--- config.mk ---
export PLATFORM = sky130hd
export DESIGN_NAME = earliest_free_server_dispatch_core
export DESIGN_NICKNAME = d
export VERILOG_FILES = /design/src/hw/rtl/efsd_pkg.sv /design/src/hw/rtl/efsd_alu.sv /design/src/hw/rtl/efsd_server_file.sv /design/src/hw/rtl/earliest_free_server_dispatch_core.sv
export VERILOG_INCLUDE_DIRS = /design/src /design/src/hw/rtl
export SDC_FILE = /design/constraint.sdc
export NUM_CORES = 2
export LEC_CHECK = 0
export BUFFER_PORTS_ARGS = -buffer_cell sky130_fd_sc_hd__buf_4
export CAP_MARGIN = 20
export CORE_ASPECT_RATIO = 1.5
export CORE_UTILIZATION = 60
export DETAILED_ROUTE_END_ITERATION = 16
export PLACE_DENSITY = 0.81
export SKIP_CTS_REPAIR_TIMING = 1
export SYNTH_ARGS = -nofsm -noshare
export SYNTH_HDL_FRONTEND = slang
export SYNTH_SLANG_ARGS = --single-unit
--- constraint.sdc ---
create_clock -name i_clk -period 8.4 [get_ports i_clk]
set_input_delay 0.42 -clock i_clk [delete_from_list [all_inputs] [get_ports i_clk]]
set_output_delay 0.42 -clock i_clk [all_outputs]
set_load 0.03 [all_outputs]
--- src/hw/rtl/assert_macros.svh ---
// Assertion helpers included by the dispatch core.
`ifndef ASSERT_MACROS_SVH
`define ASSERT_MACROS_SVH

// Check a property on every rising edge, held off while reset is asserted.
`define ASSERT_RST(lbl, clk, rst_n, prop) \
    lbl: assert property (@(posedge clk) disable iff (!rst_n) prop) \
        else $error("assertion failed under reset gating");

// Check a property on every rising edge, reset included.
`define ASSERT_ALWAYS(lbl, clk, prop) \
    lbl: assert property (@(posedge clk) prop) \
        else $error("assertion failed");

`endif

--- src/hw/rtl/efsd_pkg.sv ---
package efsd_pkg;

    localparam int unsigned TIME_W = 32;
    localparam int unsigned GAP_W  = 16;
    localparam int unsigned CFG_W  = 4;
    localparam int unsigned OIDX_W = 3;

    localparam logic [TIME_W-1:0] TIME_MAX     = {TIME_W{1'b1}};
    localparam logic [CFG_W-1:0]  SERVERS_RST  = 4'd8;

    typedef struct packed {
        logic [GAP_W-1:0] arrival_gap;
        logic [GAP_W-1:0] service_time;
    } t_in_item;

    typedef struct packed {
        logic [OIDX_W-1:0] server_index;
        logic [TIME_W-1:0] arrival_time;
        logic [TIME_W-1:0] start_time;
        logic [TIME_W-1:0] depart_time;
        logic [TIME_W-1:0] wait_time;
        logic [TIME_W-1:0] server_idle_total;
        logic [TIME_W-1:0] total_wait;
        logic              saturated;
    } t_out_item;

    typedef enum logic [1:0] {
        ALU_ADD_SAT,
        ALU_SUB,
        ALU_LT
    } t_alu_op;

    typedef struct packed {
        t_alu_op           op;
        logic [TIME_W-1:0] a;
        logic [TIME_W-1:0] b;
    } t_alu_req;

    typedef struct packed {
        logic [TIME_W-1:0] res;
        logic              lt;
    } t_alu_rsp;

    typedef struct packed {
        logic              we;
        logic [TIME_W-1:0] free_time;
        logic [TIME_W-1:0] idle_total;
    } t_file_wr;

    typedef enum logic [3:0] {
        ST_IDLE,
        ST_SCAN,
        ST_ARRIVE,
        ST_START,
        ST_DEPART,
        ST_WAIT,
        ST_GAP,
        ST_IDLE_ACC,
        ST_TOTAL
    } t_state;

endpackage

--- src/hw/rtl/efsd_alu.sv ---
// One 33-bit adder serves saturating add, subtract and less-than.
module efsd_alu (
    input  efsd_pkg::t_alu_req i_req,
    output efsd_pkg::t_alu_rsp o_rsp
);

    logic                        w_inv;
    logic [efsd_pkg::TIME_W-1:0] w_b;
    logic [efsd_pkg::TIME_W:0]   w_sum;

    assign w_inv = (i_req.op != efsd_pkg::ALU_ADD_SAT);
    assign w_b   = w_inv ? ~i_req.b : i_req.b;
    assign w_sum = {1'b0, i_req.a} + {1'b0, w_b} + {{efsd_pkg::TIME_W{1'b0}}, w_inv};

    always_comb begin
        o_rsp.lt = ~w_sum[efsd_pkg::TIME_W];
        case (i_req.op)
            efsd_pkg::ALU_ADD_SAT: begin
                o_rsp.res = w_sum[efsd_pkg::TIME_W] ? efsd_pkg::TIME_MAX
                                                    : w_sum[efsd_pkg::TIME_W-1:0];
            end
            default: begin
                o_rsp.res = w_sum[efsd_pkg::TIME_W-1:0];
            end
        endcase
    end

endmodule

--- src/hw/rtl/efsd_server_file.sv ---
// Per-server free time and idle total, one registered read port and one write port.
module efsd_server_file #(
    parameter int unsigned DEPTH = 8,
    parameter int unsigned IW    = 3
) (
    input  logic                        i_clk,
    input  logic                        i_rst_n,
    input  logic [IW-1:0]               i_rd_idx,
    input  logic [IW-1:0]               i_wr_idx,
    input  efsd_pkg::t_file_wr          i_wr,
    output logic [efsd_pkg::TIME_W-1:0] o_rd_free,
    output logic [efsd_pkg::TIME_W-1:0] o_rd_idle
);

    logic [efsd_pkg::TIME_W-1:0] r_free [DEPTH];
    logic [efsd_pkg::TIME_W-1:0] r_idle [DEPTH];
    logic [efsd_pkg::TIME_W-1:0] r_rd_free;
    logic [efsd_pkg::TIME_W-1:0] r_rd_idle;

    always_ff @(posedge i_clk) begin
        if (!i_rst_n) begin
            for (int i = 0; i < DEPTH; i++) begin
                r_free[i] <= '0;
                r_idle[i] <= '0;
            end
        end else if (i_wr.we) begin
            r_free[i_wr_idx] <= i_wr.free_time;
            r_idle[i_wr_idx] <= i_wr.idle_total;
        end
    end

    // Read data for i_rd_idx is registered and shows up in the next cycle.
    always_ff @(posedge i_clk) begin
        r_rd_free <= r_free[i_rd_idx];
        r_rd_idle <= r_idle[i_rd_idx];
    end

    assign o_rd_free = r_rd_free;
    assign o_rd_idle = r_rd_idle;

endmodule

--- src/hw/rtl/earliest_free_server_dispatch_core.sv ---
// Earliest-free server dispatch. Each input transfer is one job (arrival gap,
// service time); the block advances its arrival clock, picks the active server
// with the earliest free time (lowest index on ties), starts the job at the
// later of arrival and that free time, and returns one result transfer with
// the chosen server, arrival, start, departure, wait, the server's idle total,
// the running wait sum and a saturation flag. All times saturate at all-ones.
// The scan reads each active server's free time in turn (count clamped to
// 1..MAX_SERVERS), then seven steps run through the single shared add/compare
// unit. No new input transfer is taken until the result is loaded into the
// output register and the block is back in idle. The server file has a
// registered read port, so each read address is issued in the cycle before its
// data is used. The result sits in an output register; if it is not yet taken
// when the next result is ready, the sequencer holds in its last step. The
// user must write servers_in_use through i_cfg_we/i_cfg_wdata only while idle;
// the block itself does not enforce it. It resets to 8; a value of 0 acts as 1.
`include "assert_macros.svh"

module earliest_free_server_dispatch_core #(
    parameter int unsigned MAX_SERVERS = 8
) (
    input  logic                             i_clk,
    input  logic                             i_rst_n,
    input  logic                             i_cfg_we,
    input  logic [efsd_pkg::CFG_W-1:0]       i_cfg_wdata,
    input  logic                             i_in_valid,
    output logic                             o_in_ready,
    input  efsd_pkg::t_in_item               i_in_data,
    output logic                             o_out_valid,
    input  logic                             i_out_ready,
    output efsd_pkg::t_out_item              o_out_data
);

    localparam int unsigned IW = (MAX_SERVERS > 1) ? $clog2(MAX_SERVERS) : 1;
    localparam int unsigned NW = efsd_pkg::CFG_W + 1;

    efsd_pkg::t_state r_state, n_state;

    logic [efsd_pkg::GAP_W-1:0]  r_gap, r_svc;
    logic [IW-1:0]               r_idx, n_idx;
    logic [IW-1:0]               r_best, n_best;
    logic [efsd_pkg::TIME_W-1:0] r_best_free, n_best_free;
    logic [efsd_pkg::TIME_W-1:0] r_arrival, n_arrival;
    logic [efsd_pkg::TIME_W-1:0] r_start, n_start;
    logic [efsd_pkg::TIME_W-1:0] r_depart, n_depart;
    logic [efsd_pkg::TIME_W-1:0] r_wait, n_wait;
    logic [efsd_pkg::TIME_W-1:0] r_tmp, n_tmp;
    logic [efsd_pkg::TIME_W-1:0] r_wait_sum, n_wait_sum;
    logic [efsd_pkg::CFG_W-1:0]  r_servers;
    efsd_pkg::t_out_item         r_out, n_out;
    logic                        r_out_valid, n_out_valid;

    logic [NW-1:0]               w_cnt;
    logic [IW-1:0]               w_last;
    logic                        w_in_xfer;
    logic                        w_out_load;
    logic [IW-1:0]               w_rd_idx;
    efsd_pkg::t_file_wr          w_wr;
    efsd_pkg::t_alu_req          w_alu_req;
    efsd_pkg::t_alu_rsp          w_alu_rsp;
    logic [efsd_pkg::TIME_W-1:0] w_rd_free, w_rd_idle;
    logic                        w_wait_ok;
    logic                        w_order_ok;

    assign o_in_ready  = (r_state == efsd_pkg::ST_IDLE);
    assign w_in_xfer   = i_in_valid && o_in_ready;
    assign o_out_valid = r_out_valid;
    assign o_out_data  = r_out;

    // Clamp the active server count to 1..MAX_SERVERS; scan runs 0..w_last.
    always_comb begin
        w_cnt = {1'b0, r_servers};
        if (w_cnt == '0) begin
            w_cnt = NW'(1);
        end
        if (w_cnt > NW'(MAX_SERVERS)) begin
            w_cnt = NW'(MAX_SERVERS);
        end
        w_last = IW'(w_cnt - NW'(1));
    end

    // Result can go out once the output register is empty or draining now.
    assign w_out_load = (r_state == efsd_pkg::ST_TOTAL) && (!r_out_valid || i_out_ready);

    efsd_alu u_alu (
        .i_req (w_alu_req),
        .o_rsp (w_alu_rsp)
    );

    efsd_server_file #(
        .DEPTH (MAX_SERVERS),
        .IW    (IW)
    ) u_file (
        .i_clk     (i_clk),
        .i_rst_n   (i_rst_n),
        .i_rd_idx  (w_rd_idx),
        .i_wr_idx  (r_best),
        .i_wr      (w_wr),
        .o_rd_free (w_rd_free),
        .o_rd_idle (w_rd_idle)
    );

    // Next state.
    always_comb begin
        n_state = r_state;
        case (r_state)
            efsd_pkg::ST_IDLE:     if (w_in_xfer) n_state = efsd_pkg::ST_SCAN;
            efsd_pkg::ST_SCAN:     if (r_idx == w_last) n_state = efsd_pkg::ST_ARRIVE;
            efsd_pkg::ST_ARRIVE:   n_state = efsd_pkg::ST_START;
            efsd_pkg::ST_START:    n_state = efsd_pkg::ST_DEPART;
            efsd_pkg::ST_DEPART:   n_state = efsd_pkg::ST_WAIT;
            efsd_pkg::ST_WAIT:     n_state = efsd_pkg::ST_GAP;
            efsd_pkg::ST_GAP:      n_state = efsd_pkg::ST_IDLE_ACC;
            efsd_pkg::ST_IDLE_ACC: n_state = efsd_pkg::ST_TOTAL;
            efsd_pkg::ST_TOTAL:    if (w_out_load) n_state = efsd_pkg::ST_IDLE;
            default:               n_state = efsd_pkg::ST_IDLE;
        endcase
    end

    // Datapath control: drive the shared unit and form next register values.
    always_comb begin
        n_idx       = r_idx;
        n_best      = r_best;
        n_best_free = r_best_free;
        n_arrival   = r_arrival;
        n_start     = r_start;
        n_depart    = r_depart;
        n_wait      = r_wait;
        n_tmp       = r_tmp;
        n_wait_sum  = r_wait_sum;
        n_out       = r_out;
        n_out_valid = r_out_valid && !i_out_ready;
        // Outside the scan, keep reading the chosen server so that its idle
        // total is ready by the accumulate step.
        w_rd_idx    = r_best;
        w_wr        = '0;
        w_alu_req   = '{op: efsd_pkg::ALU_LT, a: w_rd_free, b: r_best_free};
        case (r_state)
            efsd_pkg::ST_IDLE: begin
                // Issue the read of server 0 so it is ready in the first scan cycle.
                n_idx    = '0;
                w_rd_idx = '0;
            end
            efsd_pkg::ST_SCAN: begin
                // Take server 0 outright; afterwards only a strictly earlier one.
                if (r_idx == '0 || w_alu_rsp.lt) begin
                    n_best      = r_idx;
                    n_best_free = w_rd_free;
                end
                n_idx    = r_idx + IW'(1);
                w_rd_idx = (r_idx == w_last) ? r_idx : r_idx + IW'(1);
            end
            efsd_pkg::ST_ARRIVE: begin
                w_alu_req = '{op: efsd_pkg::ALU_ADD_SAT, a: r_arrival,
                              b: {{(efsd_pkg::TIME_W-efsd_pkg::GAP_W){1'b0}}, r_gap}};
                n_arrival = w_alu_rsp.res;
            end
            efsd_pkg::ST_START: begin
                w_alu_req = '{op: efsd_pkg::ALU_LT, a: r_arrival, b: r_best_free};
                n_start   = w_alu_rsp.lt ? r_best_free : r_arrival;
            end
            efsd_pkg::ST_DEPART: begin
                w_alu_req = '{op: efsd_pkg::ALU_ADD_SAT, a: r_start,
                              b: {{(efsd_pkg::TIME_W-efsd_pkg::GAP_W){1'b0}}, r_svc}};
                n_depart  = w_alu_rsp.res;
            end
            efsd_pkg::ST_WAIT: begin
                w_alu_req = '{op: efsd_pkg::ALU_SUB, a: r_start, b: r_arrival};
                n_wait    = w_alu_rsp.res;
            end
            efsd_pkg::ST_GAP: begin
                w_alu_req = '{op: efsd_pkg::ALU_SUB, a: r_start, b: r_best_free};
                n_tmp     = w_alu_rsp.res;
            end
            efsd_pkg::ST_IDLE_ACC: begin
                // Fold the idle gap into the chosen server and retire its job.
                w_alu_req = '{op: efsd_pkg::ALU_ADD_SAT, a: w_rd_idle, b: r_tmp};
                n_tmp     = w_alu_rsp.res;
                w_wr      = '{we: 1'b1, free_time: r_depart, idle_total: w_alu_rsp.res};
            end
            efsd_pkg::ST_TOTAL: begin
                w_alu_req = '{op: efsd_pkg::ALU_ADD_SAT, a: r_wait_sum, b: r_wait};
                if (w_out_load) begin
                    n_wait_sum  = w_alu_rsp.res;
                    n_out_valid = 1'b1;
                    n_out.server_index      = efsd_pkg::OIDX_W'(r_best);
                    n_out.arrival_time      = r_arrival;
                    n_out.start_time        = r_start;
                    n_out.depart_time       = r_depart;
                    n_out.wait_time         = r_wait;
                    n_out.server_idle_total = r_tmp;
                    n_out.total_wait        = w_alu_rsp.res;
                    n_out.saturated = (r_arrival == efsd_pkg::TIME_MAX) ||
                                      (r_start == efsd_pkg::TIME_MAX) ||
                                      (r_depart == efsd_pkg::TIME_MAX) ||
                                      (r_tmp == efsd_pkg::TIME_MAX) ||
                                      (w_alu_rsp.res == efsd_pkg::TIME_MAX);
                end
            end
            default: begin
                n_idx = '0;
            end
        endcase
    end

    always_ff @(posedge i_clk) begin
        if (!i_rst_n) begin
            r_state     <= efsd_pkg::ST_IDLE;
            r_out_valid <= 1'b0;
            r_arrival   <= '0;
            r_wait_sum  <= '0;
            r_servers   <= efsd_pkg::SERVERS_RST;
        end else begin
            r_state     <= n_state;
            r_out_valid <= n_out_valid;
            r_arrival   <= n_arrival;
            r_wait_sum  <= n_wait_sum;
            if (i_cfg_we) begin
                r_servers <= i_cfg_wdata;
            end
        end
    end

    // Payload and working registers: no reset needed.
    always_ff @(posedge i_clk) begin
        if (w_in_xfer) begin
            r_gap <= i_in_data.arrival_gap;
            r_svc <= i_in_data.service_time;
        end
        r_idx       <= n_idx;
        r_best      <= n_best;
        r_best_free <= n_best_free;
        r_start     <= n_start;
        r_depart    <= n_depart;
        r_wait      <= n_wait;
        r_tmp       <= n_tmp;
        r_out       <= n_out;
    end

    assign w_wait_ok  = (r_out.wait_time == r_out.start_time - r_out.arrival_time);
    assign w_order_ok = (r_out.depart_time >= r_out.start_time);

    `ASSERT_RST(a_xfer_starts_scan, i_clk, i_rst_n, w_in_xfer |=> (r_state == efsd_pkg::ST_SCAN))
    `ASSERT_RST(a_best_in_range, i_clk, i_rst_n, (r_state == efsd_pkg::ST_TOTAL) |-> (r_best <= w_last))
    `ASSERT_RST(a_wait_matches, i_clk, i_rst_n, $rose(o_out_valid) |-> w_wait_ok)
    `ASSERT_RST(a_depart_after_start, i_clk, i_rst_n, $rose(o_out_valid) |-> w_order_ok)

endmodule
==> reports/qor.csv <==
stage;metric;value;unit
outcome;outcome;finished, final reports clean;
die;dieArea;0.0735;sq mm
routing;ant_nets;0;
routing;wl_met2;64400;um
clock_network;cts_sinks;1043;
routing;first_pass_iters;11;
min_path;hold_class;in2reg;
die;die_x;222;um
sta;finalHoldViolations;0;
routing;highest_layer;met5;
pwr;p_switching;3380;uW
global_routing;grt_overflow_total;0;
clock_network;cts-root-buf;clkbuf_16;
logic_synthesis;synth_flop_cell;edfxtp_1;
critical_path;cp-start-kind;flop;
layout;drive_above_1_share;13.2;%
pwr;p_comb_share;14.2;%
logic_synthesis;avgSynthCellArea;11.5;sq um
die;initial_core_util;60.8;%
critical_path;path_class;reg2reg;
place;postPlaceCellArea;0.0461;sq mm
sta;max_freq;150;MHz
sta;finalSetupTns;0;ns
sta;maxSlewHeadroom;21.3;%
place;io_buffers;238;
logic_synthesis;synthDistinctLibCells;80;
place;hpwl;77400;um
sta;hold_slack;0.00236;ns
pwr;power_density;249;mW/mm^2
global_routing;antenna_found_initial;6;
sta;grt_setup_unrepaired;no;
global_routing;grt_start_max_net_pins;182;
clock_network;clk_pin_slew_worst_paths;0.07;ns
layout;fillers;4769;
pwr;seqPwrFrac;49.3;%
clock_network;cts_tree;done;
routing;met3_length;16600;um
logic_synthesis;syn_nets;3839;
routing;vias_per_cell;6.54;
logic_synthesis;synth-seq-area-share;68.9;%
routing;routed_wl;133000;um
pwr;clkPwrFrac;36.5;%
die;io-pin-count;239;
sta;finalMaxSlewViolations;0;
logic_synthesis;yosysWarnings;0;
layout;num-nets-final;4007;
logic_synthesis;ys_seq_elements;1043;
sta;skew;0.0307;ns
layout;multi_input_area;0.0126;sq mm
clock_network;clk_latency;0.70;ns
pwr;internal-power;8960;uW
global_routing;grt_pass1_vias;30900;
clock_network;cts_made_buffers;90;
flow_run;max-cap-violations;0;
critical_path;cp-end-kind;flop;
layout;regArea;0.0299;sq mm
logic_synthesis;async_reset_ff_share;0;%
logic_synthesis;synth_edf_count;906;
logic_synthesis;synth_cells;3763;
critical_path;worstPathArrival;7.07;ns
sta;layout_min_cycle_time;6.68;ns
sta;tightest_slew;1.17;ns
clock_network;clockBufferDepth;3;
routing;drt_iter0_markers;5202;
layout;stdcell_area;0.0496;sq mm
critical_path;required;8.79;ns
place;gp_congestion;0.995;
die;rows;120;
pwr;p_sw_share;27.4;%
routing;route.detailed.drc;0;
routing;met1_length;42700;um
routing;vias;32200;
sta;setup_violations;0;
die;core;0.0715;sq mm
pwr;p_leak;0.0177;uW
global_routing;grt_pass1_wl;191000;um
global_routing;grt_use_total;35.5;%
pwr;worst_ir_drop_vdd;0.178;mV
die;die_y;332;um
critical_path;crit_fanout;37;
layout;syn2layout_area_growth;14.2;%
sta;period_share;79.5;%
logic_synthesis;syn_area;0.0434;sq mm
clock_network;htreeDepth;3;
routing;routedWlPerCell;27.0;um
## logic make-up (layout without fill, tap and decap cells)
kind of cell	after synthesis	after routing	share of synthesized area, %
buf+inv	291	537	2.62
fa+ha+maj	35	35	1.03
compound gates	426	426	7.02
flops	1043	1043	68.9
simple gates	1857	1857	17.9
xor+xnor	67	67	1.35
other cells	0	1	0
mux	44	44	1.14
## area by class of cell
type / instances / share of cell area [%]
antenna: 1 / 0.00504
clock inverter: 49 / 1.41
sequential: 1043 / 60.4
inverter: 42 / 0.318
timing repair buffer: 325 / 5.13
multi-input combinational: 2429 / 25.4
clock buffer: 121 / 5.08
tap: 915 / 2.31
## placed cells by master (no fill, tap or decap), types with 13 or more instances in the layout
| cell type | instances |
|---|---|
| a222oi_1 | 31 |
| clkbuf_16 | 93 |
| nand3_1 | 330 |
| nand4_1 | 40 |
| dfxtp_1 | 137 |
| xnor2_1 | 55 |
| nor2_1 | 617 |
| mux2_2 | 32 |
| inv_1 | 40 |
| buf_4 | 290 |
| bufinv_16 | 13 |
| dlygate4sd3_1 | 33 |
| edfxtp_1 | 906 |
| a21o_1 | 15 |
| a21oi_1 | 54 |
| a22oi_1 | 77 |
| nand2_1 | 749 |
| nor2b_1 | 16 |
| o21ai_0 | 87 |
| nor3_1 | 21 |
| a211oi_1 | 31 |
| clkbuf_1 | 19 |
| ha_1 | 34 |
| a31oi_1 | 39 |
| o211a_1 | 26 |
## power by group through the flow
stage,Clock [uW],Combinational [uW],Sequential (uW)
global placement,0,1640,6170
floorplan,0,1020,6100
global route,4690,1810,6080
CTS,4490,1660,6060
detailed placement,0,1650,6170
finish,4500,1750,6080
## worst max-delay path, cell delays in order, from the launching register on
cell	delay [ns]
dfxtp_1	0.83
nor2b_4	0.29
and2_4	0.44
buf_4	0.49
or3_1	0.19
buf_4	0.34
mux2i_4	0.18
fa_1	0.51
a211oi_1	0.47
o21ai_1	0.21
a211o_1	0.40
a41oi_4	0.34
o41ai_4	0.23
buf_4	0.29
or4_1	0.48
mux2i_1	0.13
or2_1	0.17
inv_2	0.11
nand2_2	0.16
nor2_1	0.07
## worst paths after layout
check	start	endpoint	cells past startpoint	slack, ns
max	r_state[3]	u_file.r_idle[7][31]	19	1.72
max reg2reg	r_state[3]	u_file.r_idle[7][31]	19	1.72
min	i_cfg_wdata[2]	r_servers[2]	3	0.002
min reg2reg	r_wait[29]	o_out_data[94]	0	0.45
## registers in the layout, summed over array words and instances, names as in the netlist, 32 cells and up
register / cells
r_wait_sum: 32
r_start: 32
u_file.o_rd_idle: 32
u_file.o_rd_free: 32
r_best_free: 32
o_out_data: 196
u_file.r_free: 256
u_file.r_idle: 256
r_arrival: 32
r_depart: 32
r_wait: 32
r_tmp: 32
## through the flow
stage / power, uW / cells / worst slack (ns) / utilization (%)
6_report: 12300 / 4925 / 1.72 / 69.4
2_1_floorplan: 7120 / 3763 / 1.27 / -
5_1_grt: 12600 / 4924 / 1.49 / 69.4
4_1_cts: 12200 / 4891 / 1.85 / 69.0
3_3_place_gp: 7800 / 4721 / 1.96 / 64.4
3_5_place_dp: 7820 / 4721 / 1.88 / 64.4
## cells in the mapped netlist (all sizes together), types with 3 or more instances
library cell / count / area (sq um)
a211oi: 31 / 233
a21o: 15 / 113
a21oi: 58 / 302
a222oi: 31 / 310
a22oi: 77 / 578
a311oi: 4 / 35.0
a31oi: 39 / 244
a41oi: 3 / 45.1
and2: 6 / 40.0
and3: 9 / 56.3
buf: 56 / 258
clkbuf: 193 / 724
dfxtp: 137 / 2740
edfxtp: 906 / 27200
ha: 34 / 425
inv: 41 / 154
mux2: 32 / 360
mux2i: 12 / 136
nand2: 762 / 2860
nand2b: 8 / 50.1
nand3: 335 / 1680
nand4: 41 / 263
nor2: 619 / 2320
nor2b: 17 / 114
nor3: 24 / 125
nor4: 11 / 75.1
o211a: 26 / 260
o211ai: 4 / 30.0
o21a: 7 / 52.6
o21ai: 97 / 489
o21bai: 10 / 75.1
o311a: 3 / 30.0
o31ai: 5 / 65.1
or2: 6 / 37.5
or3: 8 / 50.1
or4: 3 / 22.5
xnor2: 55 / 482
xor2: 12 / 105
## per-layer routing
layer | vias up | GRT usage [%]
met5 | - | 0
met4 | 10 | 24.0
met3 | 548 | 6.70
met2 | 2604 | 58.0
met1 | 15300 | 42.8
li1 | 13700 | -
No activity file was read; power rests on OpenSTA's default activity.
